==> config.mk <==
export PLATFORM = sky130hd
export DESIGN_NAME = microsecond_interval_timer
export DESIGN_NICKNAME = d
export VERILOG_FILES = /design/src/hw/rtl/mit_pkg.sv /design/src/hw/rtl/microsecond_interval_timer.sv
export SDC_FILE = /design/constraint.sdc
export NUM_CORES = 1
export LEC_CHECK = 0
export BUFFER_PORTS_ARGS = -buffer_cell sky130_fd_sc_hd__buf_4
export CORE_UTILIZATION = 45
export CTS_CLUSTER_DIAMETER = 120
export CTS_CLUSTER_SIZE = 10
export DETAILED_ROUTE_END_ITERATION = 10
export PLACE_DENSITY = 0.71
export SLEW_MARGIN = 30
export SYNTH_ARGS = -nofsm -noshare
export SYNTH_HDL_FRONTEND = slang
export SYNTH_SLANG_ARGS = --single-unit
==> constraint.sdc <==
create_clock -name clk -period 11.4 [get_ports clk]
set_clock_uncertainty 0.05 [all_clocks]
set_input_delay 1.71 -clock clk [delete_from_list [all_inputs] [get_ports clk]]
set_output_delay 1.71 -clock clk [all_outputs]
set_load 0.02 [all_outputs]
==> src/hw/rtl/mit_pkg.sv <==
// shared types and constants for the microsecond interval timer
// no dependencies; used by microsecond_interval_timer

package mit_pkg;

    // command codes carried on the input tuser
    typedef enum logic [2:0] {
        CMD_TICK  = 3'd0,
        CMD_START = 3'd1,
        CMD_STOP  = 3'd2,
        CMD_ACK   = 3'd3,
        CMD_READ  = 3'd4
    } cmd_t;

    // register indexes on the apb port
    localparam logic REG_CLOCK_MHZ = 1'b0;
    localparam logic REG_ONE_PULSE = 1'b1;

    localparam int DEFAULT_COUNT_WIDTH = 16;
    localparam int PSC_W               = 16;
    localparam int TIME_W              = 32;
    localparam int MHZ_W               = 8;
    localparam int ELAPSED_W           = 33;
    localparam int IN_DATA_W           = 32;
    localparam int OUT_DATA_W          = 40;

    localparam logic [MHZ_W-1:0]     MHZ_RESET    = 8'd72;
    localparam logic [PSC_W+1:0]     PRESCALE_MAX = 18'd65536;
    localparam logic [ELAPSED_W-1:0] ELAPSED_MAX  = 33'h1_FFFF_FFFF;

endpackage

==> src/hw/rtl/microsecond_interval_timer.sv <==
// microsecond interval timer: command-driven prescaled auto-reload timer
// depends on mit_pkg; one sequencer drives a shared add/subtract unit
//
//  channel | direction | signals                         | content
//  s_*     | in        | s_tvalid s_tready s_tuser s_tdata | command, period in us
//  m_*     | out       | m_tvalid m_tready m_tdata       | status and elapsed time
//  apb     | in/out    | psel penable pwrite paddr ...   | clock_mhz, one_pulse
//
// tick, stop, acknowledge and unused commands are handled on acceptance; the result is
// registered at the accepting edge
// start halves the count at most 32 - COUNT_WIDTH times,
// one halving of the count per cycle
// read runs restoring division by the clock rate, one
// quotient bit a cycle, then shift-add multiply, both on the shared adder
// no new request is taken while a result waits on a stalled m_tready
// reset clears all counters, reloads and flags; clock_mhz resets to 72

module microsecond_interval_timer #(
    parameter int COUNT_WIDTH = mit_pkg::DEFAULT_COUNT_WIDTH
) (
    input  logic                           clk,
    input  logic                           rst_n,
    input  logic                           s_tvalid,
    output logic                           s_tready,
    input  logic [2:0]                     s_tuser,   // [2:0] command
    input  logic [mit_pkg::IN_DATA_W-1:0]  s_tdata,   // [31:0] time_us
    output logic                           m_tvalid,
    input  logic                           m_tready,
    // [0] update_event, [1] update_flag, [2] running, [35:3] elapsed_us,
    // [36] range_error, [39:37] zero
    output logic [mit_pkg::OUT_DATA_W-1:0] m_tdata,
    input  logic                           psel,
    input  logic                           penable,
    input  logic                           pwrite,
    input  logic [2:0]                     paddr,
    input  logic [31:0]                    pwdata,
    output logic [31:0]                    prdata,
    output logic                           pready
);

    localparam int QW      = mit_pkg::PSC_W + 1;
    localparam int STEP_W  = $clog2(QW);
    localparam int PROD_W  = QW + COUNT_WIDTH + 1;
    localparam int ACC_W   = (PROD_W > mit_pkg::ELAPSED_W + 1) ? PROD_W
                                                               : mit_pkg::ELAPSED_W + 1;
    localparam int PSCF_W  = mit_pkg::PSC_W + 2;
    localparam logic [STEP_W-1:0] STEP_LAST = STEP_W'(QW - 1);

    typedef enum logic [4:0] {
        ST_IDLE   = 5'b00001,
        ST_NORM   = 5'b00010,
        ST_DIV    = 5'b00100,
        ST_MUL    = 5'b01000,
        ST_FINISH = 5'b10000
    } state_t;

    state_t                          state_reg, state_next;
    logic                            kind_read_reg, kind_read_next;

    logic [mit_pkg::MHZ_W-1:0]       mhz_reg;
    logic                            one_pulse_reg;

    logic [mit_pkg::PSC_W-1:0]       psc_rld_reg, psc_rld_next;
    logic [mit_pkg::PSC_W-1:0]       psc_cnt_reg, psc_cnt_next;
    logic [COUNT_WIDTH-1:0]          per_rld_reg, per_rld_next;
    logic [COUNT_WIDTH-1:0]          per_cnt_reg, per_cnt_next;
    logic                            run_reg, run_next;
    logic                            flag_reg, flag_next;

    logic [mit_pkg::TIME_W-1:0]      cnt_reg, cnt_next;
    logic [PSCF_W-1:0]               pscf_reg, pscf_next;
    logic [QW-1:0]                   q_reg, q_next;
    logic [mit_pkg::MHZ_W-1:0]       rem_reg, rem_next;
    logic [ACC_W-1:0]                acc_reg, acc_next;
    logic [ACC_W-1:0]                mcand_reg, mcand_next;
    logic [STEP_W-1:0]               step_reg, step_next;

    logic                            m_tvalid_reg, m_tvalid_next;
    logic [mit_pkg::OUT_DATA_W-1:0]  m_tdata_reg, m_tdata_next;

    // shared adder / subtractor
    logic [ACC_W-1:0]                alu_a, alu_b;
    logic                            alu_sub;
    logic [ACC_W:0]                  alu_sum;

    mit_pkg::cmd_t                   cmd;
    logic                            accept;
    logic                            out_free;
    logic [mit_pkg::MHZ_W-1:0]       mhz_eff;
    logic [mit_pkg::MHZ_W:0]         div_shift;
    logic                            cfg_write;
    logic                            sat;
    logic [mit_pkg::ELAPSED_W-1:0]   elapsed;
    logic                            evt;

    assign cmd       = mit_pkg::cmd_t'(s_tuser);
    assign out_free  = !m_tvalid_reg || m_tready;
    assign s_tready  = (state_reg == ST_IDLE) && out_free;
    assign accept    = s_tvalid && s_tready;
    assign mhz_eff   = (mhz_reg == '0) ? mit_pkg::MHZ_W'(1) : mhz_reg;
    assign div_shift = {rem_reg, q_reg[QW-1]};
    assign m_tvalid  = m_tvalid_reg;
    assign m_tdata   = m_tdata_reg;

    assign pready    = 1'b1;
    assign cfg_write = psel && penable && pwrite && pready;
    assign prdata    = (paddr[2] == mit_pkg::REG_ONE_PULSE) ? {31'd0, one_pulse_reg}
                                                            : {24'd0, mhz_reg};

    assign sat     = pscf_reg > mit_pkg::PRESCALE_MAX;
    assign elapsed = (acc_reg > ACC_W'(mit_pkg::ELAPSED_MAX)) ? mit_pkg::ELAPSED_MAX
                                                              : acc_reg[mit_pkg::ELAPSED_W-1:0];

    always_comb
    begin
        alu_a   = acc_reg;
        alu_b   = mcand_reg;
        alu_sub = 1'b0;
        if (state_reg == ST_DIV)
        begin
            alu_a   = ACC_W'(div_shift);
            alu_b   = ACC_W'(mhz_eff);
            alu_sub = 1'b1;
        end
        alu_sum = {1'b0, alu_a} + {1'b0, (alu_sub ? ~alu_b : alu_b)} + (ACC_W + 1)'(alu_sub);
    end

    always_comb
    begin
        state_next     = state_reg;
        kind_read_next = kind_read_reg;
        psc_rld_next   = psc_rld_reg;
        psc_cnt_next   = psc_cnt_reg;
        per_rld_next   = per_rld_reg;
        per_cnt_next   = per_cnt_reg;
        run_next       = run_reg;
        flag_next      = flag_reg;
        cnt_next       = cnt_reg;
        pscf_next      = pscf_reg;
        q_next         = q_reg;
        rem_next       = rem_reg;
        acc_next       = acc_reg;
        mcand_next     = mcand_reg;
        step_next      = step_reg;
        m_tvalid_next  = m_tvalid_reg && !m_tready;
        m_tdata_next   = m_tdata_reg;
        evt            = 1'b0;

        case (state_reg)
            ST_IDLE:
            begin
                if (accept)
                begin
                    case (cmd)
                        mit_pkg::CMD_TICK:
                        begin
                            if (run_reg)
                            begin
                                if (psc_cnt_reg == psc_rld_reg)
                                begin
                                    psc_cnt_next = '0;
                                    if (per_cnt_reg == per_rld_reg)
                                    begin
                                        per_cnt_next = '0;
                                        evt          = 1'b1;
                                        flag_next    = 1'b1;
                                        if (one_pulse_reg)
                                            run_next = 1'b0;
                                    end
                                    else
                                        per_cnt_next = per_cnt_reg + COUNT_WIDTH'(1);
                                end
                                else
                                    psc_cnt_next = psc_cnt_reg + mit_pkg::PSC_W'(1);
                            end
                        end
                        mit_pkg::CMD_START:
                        begin
                            cnt_next       = (s_tdata == '0) ? mit_pkg::TIME_W'(1) : s_tdata;
                            pscf_next      = PSCF_W'(mhz_eff);
                            kind_read_next = 1'b0;
                            state_next     = ST_NORM;
                        end
                        mit_pkg::CMD_STOP:
                        begin
                            run_next  = 1'b0;
                            flag_next = 1'b0;
                        end
                        mit_pkg::CMD_ACK:
                            flag_next = 1'b0;
                        mit_pkg::CMD_READ:
                        begin
                            q_next         = QW'(psc_rld_reg) + QW'(1);
                            rem_next       = '0;
                            step_next      = '0;
                            kind_read_next = 1'b1;
                            state_next     = ST_DIV;
                        end
                        default:
                        begin
                        end
                    endcase
                    // commands other than start and read report at once
                    if (cmd != mit_pkg::CMD_START && cmd != mit_pkg::CMD_READ)
                    begin
                        m_tvalid_next = 1'b1;
                        m_tdata_next  = {4'd0, 33'd0, run_next, flag_next, evt};
                    end
                end
            end
            ST_NORM:
            begin
                // halve the count and double the prescale, unless saturated, until the count fits
                if (((mit_pkg::TIME_W + 1)'(cnt_reg) >> COUNT_WIDTH) != '0)
                begin
                    cnt_next  = cnt_reg >> 1;
                    pscf_next = sat ? pscf_reg : (pscf_reg << 1);
                end
                else
                    state_next = ST_FINISH;
            end
            ST_DIV:
            begin
                q_next   = {q_reg[QW-2:0], alu_sum[ACC_W]};
                rem_next = alu_sum[ACC_W] ? alu_sum[mit_pkg::MHZ_W-1:0]
                                          : div_shift[mit_pkg::MHZ_W-1:0];
                step_next = step_reg + STEP_W'(1);
                if (step_reg == STEP_LAST)
                begin
                    mcand_next = ACC_W'({1'b0, per_cnt_reg} + (COUNT_WIDTH + 1)'(1));
                    acc_next   = '0;
                    step_next  = '0;
                    state_next = ST_MUL;
                end
            end
            ST_MUL:
            begin
                if (q_reg[0])
                    acc_next = alu_sum[ACC_W-1:0];
                mcand_next = mcand_reg << 1;
                q_next     = q_reg >> 1;
                step_next  = step_reg + STEP_W'(1);
                if (step_reg == STEP_LAST)
                    state_next = ST_FINISH;
            end
            ST_FINISH:
            begin
                if (out_free)
                begin
                    m_tvalid_next = 1'b1;
                    state_next    = ST_IDLE;
                    if (kind_read_reg)
                        m_tdata_next = {4'd0, elapsed, run_reg, flag_reg, 1'b0};
                    else
                    begin
                        psc_rld_next = sat ? '1 : mit_pkg::PSC_W'(pscf_reg - PSCF_W'(1));
                        per_rld_next = COUNT_WIDTH'(cnt_reg - mit_pkg::TIME_W'(1));
                        psc_cnt_next = '0;
                        per_cnt_next = '0;
                        run_next     = 1'b1;
                        m_tdata_next = {3'd0, sat, 33'd0, 1'b1, flag_reg, 1'b0};
                    end
                end
            end
            default:
                state_next = ST_IDLE;
        endcase
    end

    always_ff @(posedge clk or negedge rst_n)
    begin
        if (!rst_n)
        begin
            state_reg     <= ST_IDLE;
            kind_read_reg <= 1'b0;
            mhz_reg       <= mit_pkg::MHZ_RESET;
            one_pulse_reg <= 1'b0;
            psc_rld_reg   <= '0;
            psc_cnt_reg   <= '0;
            per_rld_reg   <= '0;
            per_cnt_reg   <= '0;
            run_reg       <= 1'b0;
            flag_reg      <= 1'b0;
            step_reg      <= '0;
            m_tvalid_reg  <= 1'b0;
        end
        else
        begin
            state_reg     <= state_next;
            kind_read_reg <= kind_read_next;
            psc_rld_reg   <= psc_rld_next;
            psc_cnt_reg   <= psc_cnt_next;
            per_rld_reg   <= per_rld_next;
            per_cnt_reg   <= per_cnt_next;
            run_reg       <= run_next;
            flag_reg      <= flag_next;
            step_reg      <= step_next;
            m_tvalid_reg  <= m_tvalid_next;
            if (cfg_write)
            begin
                if (paddr[2] == mit_pkg::REG_CLOCK_MHZ)
                    mhz_reg <= pwdata[mit_pkg::MHZ_W-1:0];
                else
                    one_pulse_reg <= pwdata[0];
            end
        end
    end

    always_ff @(posedge clk)
    begin
        cnt_reg     <= cnt_next;
        pscf_reg    <= pscf_next;
        q_reg       <= q_next;
        rem_reg     <= rem_next;
        acc_reg     <= acc_next;
        mcand_reg   <= mcand_next;
        m_tdata_reg <= m_tdata_next;
    end

    // no request is taken while the sequencer is busy
    assert property (@(posedge clk) disable iff (!rst_n)
        (state_reg != ST_IDLE) |-> !s_tready)
        else $error("request taken while sequencer busy");

    // a start request always moves on to normalisation
    assert property (@(posedge clk) disable iff (!rst_n)
        (accept && cmd == mit_pkg::CMD_START) |=> (state_reg == ST_NORM))
        else $error("start did not enter normalisation");

    // partial remainder stays below the divisor
    assert property (@(posedge clk) disable iff (!rst_n)
        (state_reg == ST_DIV) |-> (rem_reg < mhz_eff))
        else $error("division remainder out of range");

    // counters never pass their reloads
    assert property (@(posedge clk) disable iff (!rst_n)
        (psc_cnt_reg <= psc_rld_reg) && (per_cnt_reg <= per_rld_reg))
        else $error("counter beyond reload");

endmodule
* Word level (Yosys, flattened, before mapping)
Cells that the tools add are included.
Operators by class: mux-type cells 81, div/mod/pow operators 0, add/sub/neg operators 9, bitwise operators 3, multiply operators 0, reductions and logical operators 36, magnitude comparators 2, eq/ne operators 30, shifts and indexed selects 0
Operators with widths (number):
- 2-to-1 mux 34 bit | 6
- 2-to-1 mux 16 bit | 12
- case mux 34 bit (2 select lines) | 2
- 2-to-1 mux 32 bit | 4
- 2-to-1 mux 40 bit | 3
- case mux 40 bit (2 select lines) | 1
- 2-to-1 mux 18 bit | 4
- case mux 16 bit (2 select lines) | 2
- case mux 32 bit (2 select lines) | 1
- case mux 17 bit (3 select lines) | 1
- 2-to-1 mux 5 bit | 8
- 2-to-1 mux 8 bit | 5
- 2-to-1 mux 37 bit | 1
- case mux 18 bit (2 select lines) | 1
- adder 34 x 34 -> 35 bit | 1
- adder 35 x 1 -> 35 bit | 1
- adder 16 x 1 -> 17 bit, second input constant | 2
- > comparator 34 x 33 -> 1 bit, second input constant | 1
- 2-to-1 mux 17 bit | 2
- NOT 34 bit | 1
- 2-to-1 mux 33 bit | 1
- nonzero test 33 bit | 1
- adder 16 x 1 -> 16 bit, second input constant | 2
- equality test 16 bit | 2
- 37 further kinds | 96
Word-level totals: output and inout bits 75, bits in latches 0, word-level logic and storage cells 180, input bits 77, bits in read-only memories 0, RAM bits 0, memories kept 0, register bits after elaboration 270

* Longest topological paths before layout
depth in word-level cells 9, mapped depth 15, depth with buffers taken out 12

* Least setup slack after synthesis
OpenSTA, ideal clock, no wires.
kind input to register, start in s_tuser[2], end reg m_tdata_reg, in the netlist m_tdata[0] (enable), buffers on the path 1, data arrival time 3740 ps, stages 5, setup slack 7179 ps, data required time 10919 ps, library setup time 431 ps, path through buf_2 xor2_1 nand2b_1 a21oi_1 nor2_1
Between the ends: word-level cells in the longest chain between the ends 4, elaborated cells between the ends (all ways) 5, classes of those cells eq/ne: 3; reduce/logical: 2
RTL lines:
- from (decl) | line microsecond_interval_timer.sv:25 | input logic [2:0] s_tuser,
- != test 3 x 1 -> 1 bit or != test 3 bit (tied branches) | line microsecond_interval_timer.sv:204 | if (cmd != mit_pkg::CMD_START && cmd != mit_pkg::CMD_READ)
- logical AND 1 bit * | line microsecond_interval_timer.sv:204
- != test 2 x 1 -> 1 bit (no source line) *
- AND reduction 4 bit (no source line) *
- to (signal assigned) | line microsecond_interval_timer.sv:317 | m_tdata_reg <= m_tdata_next;
- to (decl) | line microsecond_interval_timer.sv:79 | logic [mit_pkg::OUT_DATA_W-1:0] m_tdata_reg, m_tdata_next;
Every way passes the cells marked *; elsewhere a longest branch is shown, timed or not. A chain may end at the register's enable or synchronous reset.

* Worst setup path in the final report
start reg state_reg[4], end reg q_reg[0], data pin
Between the ends: word-level cells in the longest chain between the ends 7, elaborated cells between the ends (all ways) 11, classes of those cells add/sub: 2; eq/ne: 3; mux: 5; bitwise: 1
RTL lines:
- from (decl) | line microsecond_interval_timer.sv:57 | state_t state_reg, state_next;
- from (signal assigned) | line microsecond_interval_timer.sv:289 | state_reg <= state_next;
- equality test 5 x 3 -> 1 bit | line microsecond_interval_timer.sv:119, microsecond_interval_timer.sv:149
- 2-to-1 mux 34 bit | line microsecond_interval_timer.sv:119 | if (state_reg == ST_DIV)
- NOT 34 bit | line microsecond_interval_timer.sv:125 | alu_sum = {1'b0, alu_a} + {1'b0, (alu_sub ? ~alu_b : alu_b)} + (ACC_W + 1)'(alu_sub);
- 2-to-1 mux 34 bit | line microsecond_interval_timer.sv:125
- adder 34 x 34 -> 35 bit | line microsecond_interval_timer.sv:125
- adder 35 x 1 -> 35 bit | line microsecond_interval_timer.sv:125
- case mux 17 bit (3 select lines) * | line microsecond_interval_timer.sv:149 | case (state_reg)
- via q_next[0] | line microsecond_interval_timer.sv:72 | logic [QW-1:0] q_reg, q_next;
- to (signal assigned) | line microsecond_interval_timer.sv:313 | q_reg <= q_next;
- to (decl) | line microsecond_interval_timer.sv:72
Mark *: on every way through the listed nets, which the timed path passes. The rest lies on a longest branch.

==> results.md <==
Critical path:
- The worst setup path is captured at a flip-flop.
- The data required time of the worst path is ~12 ns.
- Data on the critical path arrives at its endpoint at 5.46 ns.
- The launching element type of the critical path is a flip-flop.
- The setup path with the least slack is of type reg -> reg.
- Along the worst path, the maximum fanout reaches 47.

Clock tree:
- The maximum clock path buffer count is 3.
- The clock latency reported for the late side of the worst-skew pair is a little under 0.6 ns.
- In this run the number of H-tree levels came out at 1.
- In this run, CTS created clock tree buffers numbering 30.
- The number of hold buffers added after CTS is 0.
- CTS saw roughly 270 sinks.
- The post-cts repair resize count is 0.
- Clock-pin slew was measured on the worst setup and hold paths at roughly 0.06 ns.
- The TritonCTS clock tree is done.
- CTS placed an instance of clkbuf_16 at the clock tree root.
- The total setup buffers inserted after CTS is 0.

Die:
- The die boundary height is 187 um.
- The area inside the core boundary is about 34000 sq um.
- The starting utilization of the core area is 45.9%.
- around 150 I/O pins were placed.
- The chip width is ~190 um.
- The initialized floorplan defines 67 standard-cell rows.
- The die covers 35100 sq um.

Timing:
- The total of endpoints with negative setup slack in the final report is 0.
- The hold violation count in the final report is 0.
- The period utilization is between 40 and 50%.
- Headroom to the max-slew limit came out at between 40 and 50%.
- At the pin with the least slew margin, the transition time is a little under 0.9 ns.
- Setup repair after global routing left no endpoint under its margin.
- Counting I/O delays and the setup requirement, the final critical path takes roughly 5.2 ns.
- The final count of pins violating max slew was 0.
- The setup total negative slack is 0 ns.
- Derived from the worst setup path, the maximum achievable clock frequency is between 150 and 200 MHz.
- The final worst-path setup slack is between 6 and 7 ns.

Placement:
- Input and output buffers added on the ports amount to between 90 and 100.
- Detailed placement finished with a half-perimeter wire length of approximately 24 mm.
- Prior to clock tree synthesis, the placed netlist has a worst setup slack of 6.25 ns.
- The instance area after placement is around 16000 sq um.
- The final weighted congestion in routability-driven placement is around 0.9.
- Once placement completed, the tool counted placed cells totaling slightly above 2000.

Finish:
- The register with the most flip-flops in the layout has 37 of them.
- 0 antenna diodes ended up in the layout.
- The final layout contains 1736 nets.
- The number of fill cells in the layout is 3096.
- The share of layout cells above drive strength 1 is between 10% and 20%.
- The most common cell after layout, fill and taps aside is nor2_1.
- The total non-filler cell area in the finished layout is between 15000 and 20000 sq um.
- Leaving out filler cells and counting taps, the final layout contains ~2100.
- The area growth from synthesis to final layout is 12.0%.
- In the layout the commonest cells are 188 x nor2_1, 180 x edfxtp_1, 122 x nand2_1.

Route:
- The number of nets with antenna violations after detailed routing is 0.
- In the final routed layout, each cell accounts on average for around 17 um.
- The via count of the routed design is between 10000 and 15000.
- In this run, the number of DRC markers left after iteration 0 of detailed routing was 878.
- The post-detailed-route DRC marker count is 0.
- For this block, the routed nets add up to ~35 mm of wire.
- The number of vias per cell is ~5.6.
- The first detailed-routing pass took 5 iterations.

Yosys:
- The synthesized netlist occupies a cell area of ~15000 sq um.
- Of all flip-flops after synthesis, the portion carrying an async set or reset was about a third.
- Yosys mapped a number of flops with a built-in enable equal to 180.
- The cell count after synthesis is 1560.
- Among all flip-flop cells after synthesis, the most frequent one is edfxtp_1.
- In this run, synthesis produced a sequential element count of roughly 270.
- The fraction of the yosys area taken by sequential cells is about half.
- The number of different library cells used by synthesis comes to 82.
- During synthesis, Yosys emitted a total of 0 warnings.
- In this run the mean area of a mapped cell was between 9 and 10 sq um.

Flow run:
- Max-cap violations in this run came to 0.

GRT:
- The number of global-route vias before repair was between 10000 and 15000.
- The number of antenna violations at the first check in global routing was 0.
- For this run, the total global-route usage over all layers was measured as between 10% and 20%.
- Summed over all layers, the global routing overflow is 0.
- The first global-routing pass estimated approximately 58 mm of wire.
- The pin count of the biggest net entering global routing is 73.

Pwr:
- For this design the ratio of total power to cell area is approximately 170 nW/um^2.
- The leakage power is approximately 6.6 nW.
- VDD sags by at most ~0.00013 V.

Worst hold path:
- The worst min-delay path category is reg -> reg.

Status:
- The run finished with clean final reports.
[logic make-up (layout without fill, tap and decap cells)]
| logic type | count (synthesis) | count (layout) | synth area share, % |
|---|---|---|---|
| other | 2 | 28 | 0.0486 |
| XOR/XNOR | 111 | 111 | 6.29 |
| flip-flops | 267 | 267 | 49.0 |
| AO/OA/AOI/OAI | 340 | 340 | 14.6 |
| adder cells (fa/ha/maj) | 42 | 42 | 3.45 |
| buffers and inverters | 135 | 189 | 4.11 |
| multiplexers | 22 | 22 | 1.56 |
| AND/OR/NAND/NOR | 641 | 641 | 20.9 |
[final cells by class]
cell class | instances | area [sq um] | area share (%)
repair buffers | 110 | 830 | 4.79
well taps | 448 | 561 | 3.23
inverters | 24 | 90.1 | 0.520
flip-flops and latches | 267 | 7590 | 43.8
clock inverters | 2 | 35.0 | 0.202
multi-input cells | 1184 | 7390 | 42.6
clock buffers | 53 | 837 | 4.83
[critical path, stage by stage (launching register included)]
cell and delay [ns]:
dfrtp_1 0.42, nor4_2 0.48, nand2_2 0.50, buf_4 0.45, nand2_1 0.12, o21ai_0 0.17
fa_1 0.49, a21o_1 0.25, a221oi_4 0.40, o21ai_4 0.15, o2111ai_4 0.27, a21oi_2 0.18
nor3_1 0.75, o221ai_1 0.24
[routing by layer]
layer  GRT usage [%]  wire length [um]
met1            27.7             16100
met2            32.5             16300
met3            2.70              1820
met4            5.00               805
met5               0                 0
[cell usage after synthesis, types with 3 or more instances]
cell type	count	area [sq um]
a211oi_1	5	37.5
a21o_1	14	105
a21oi_1	61	305
a22o_1	30	263
a22oi_1	21	158
a311oi_1	3	26.3
a31oi_1	26	163
and2_1	63	394
and3_1	21	131
buf_2	12	60.1
buf_4	28	210
clkbuf_1	68	255
dfrtp_1	84	2100
dfstp_2	3	78.8
edfxtp_1	180	5410
ha_1	41	513
inv_1	24	90.1
mux2_2	17	191
mux2i_1	5	50.1
nand2_1	123	462
nand2b_1	47	294
nand3_1	31	155
nand3b_1	3	22.5
nand4_1	41	257
nor2_1	190	713
nor2b_1	20	125
nor3_1	35	175
nor3b_1	3	22.5
nor4_1	25	156
nor4b_1	3	26.3
o2111ai_1	3	26.3
o211ai_1	3	22.5
o21a_1	7	52.6
o21ai_0	105	526
o21ai_1	5	25.0
o21bai_1	4	30.0
o31ai_1	16	120
o41ai_1	7	61.3
or2_2	4	25.0
or3_1	9	56.3
or4_1	9	67.6
xnor2_1	74	648
xor2_1	37	324
[worst paths after layout]
check,start,endpoint,slack (ns),cells past startpoint
max,state_reg[4],q_reg[0],6.18,13
min,per_rld_reg[0],per_rld_reg[0],0.45,2
max reg2reg,state_reg[4],q_reg[0],6.18,13
min reg2reg,per_rld_reg[0],per_rld_reg[0],0.45,2
max in group asynchronous,rst_n,per_cnt_reg[12],9.42,2
min in group asynchronous,rst_n,psc_rld_reg[11],0.94,1
[power by group]
group | switching (mW) | total, mW | internal, mW
Combinational | 0.421 | 0.677 | 0.257
Sequential | 0.125 | 1.36 | 1.24
Clock | 0.385 | 0.879 | 0.494
[metrics by stage]
stage          power [mW]  hold WS [ns]  util [%]
2_1_floorplan        1.82         0.401         -
3_3_place_gp         2.04         0.430      48.8
3_5_place_dp         2.06         0.449      48.8
4_1_cts              2.94         0.462      51.4
5_1_grt              3.05         0.493      51.4
6_report             2.92         0.455      51.4
Power figures use the tool's default switching activity.
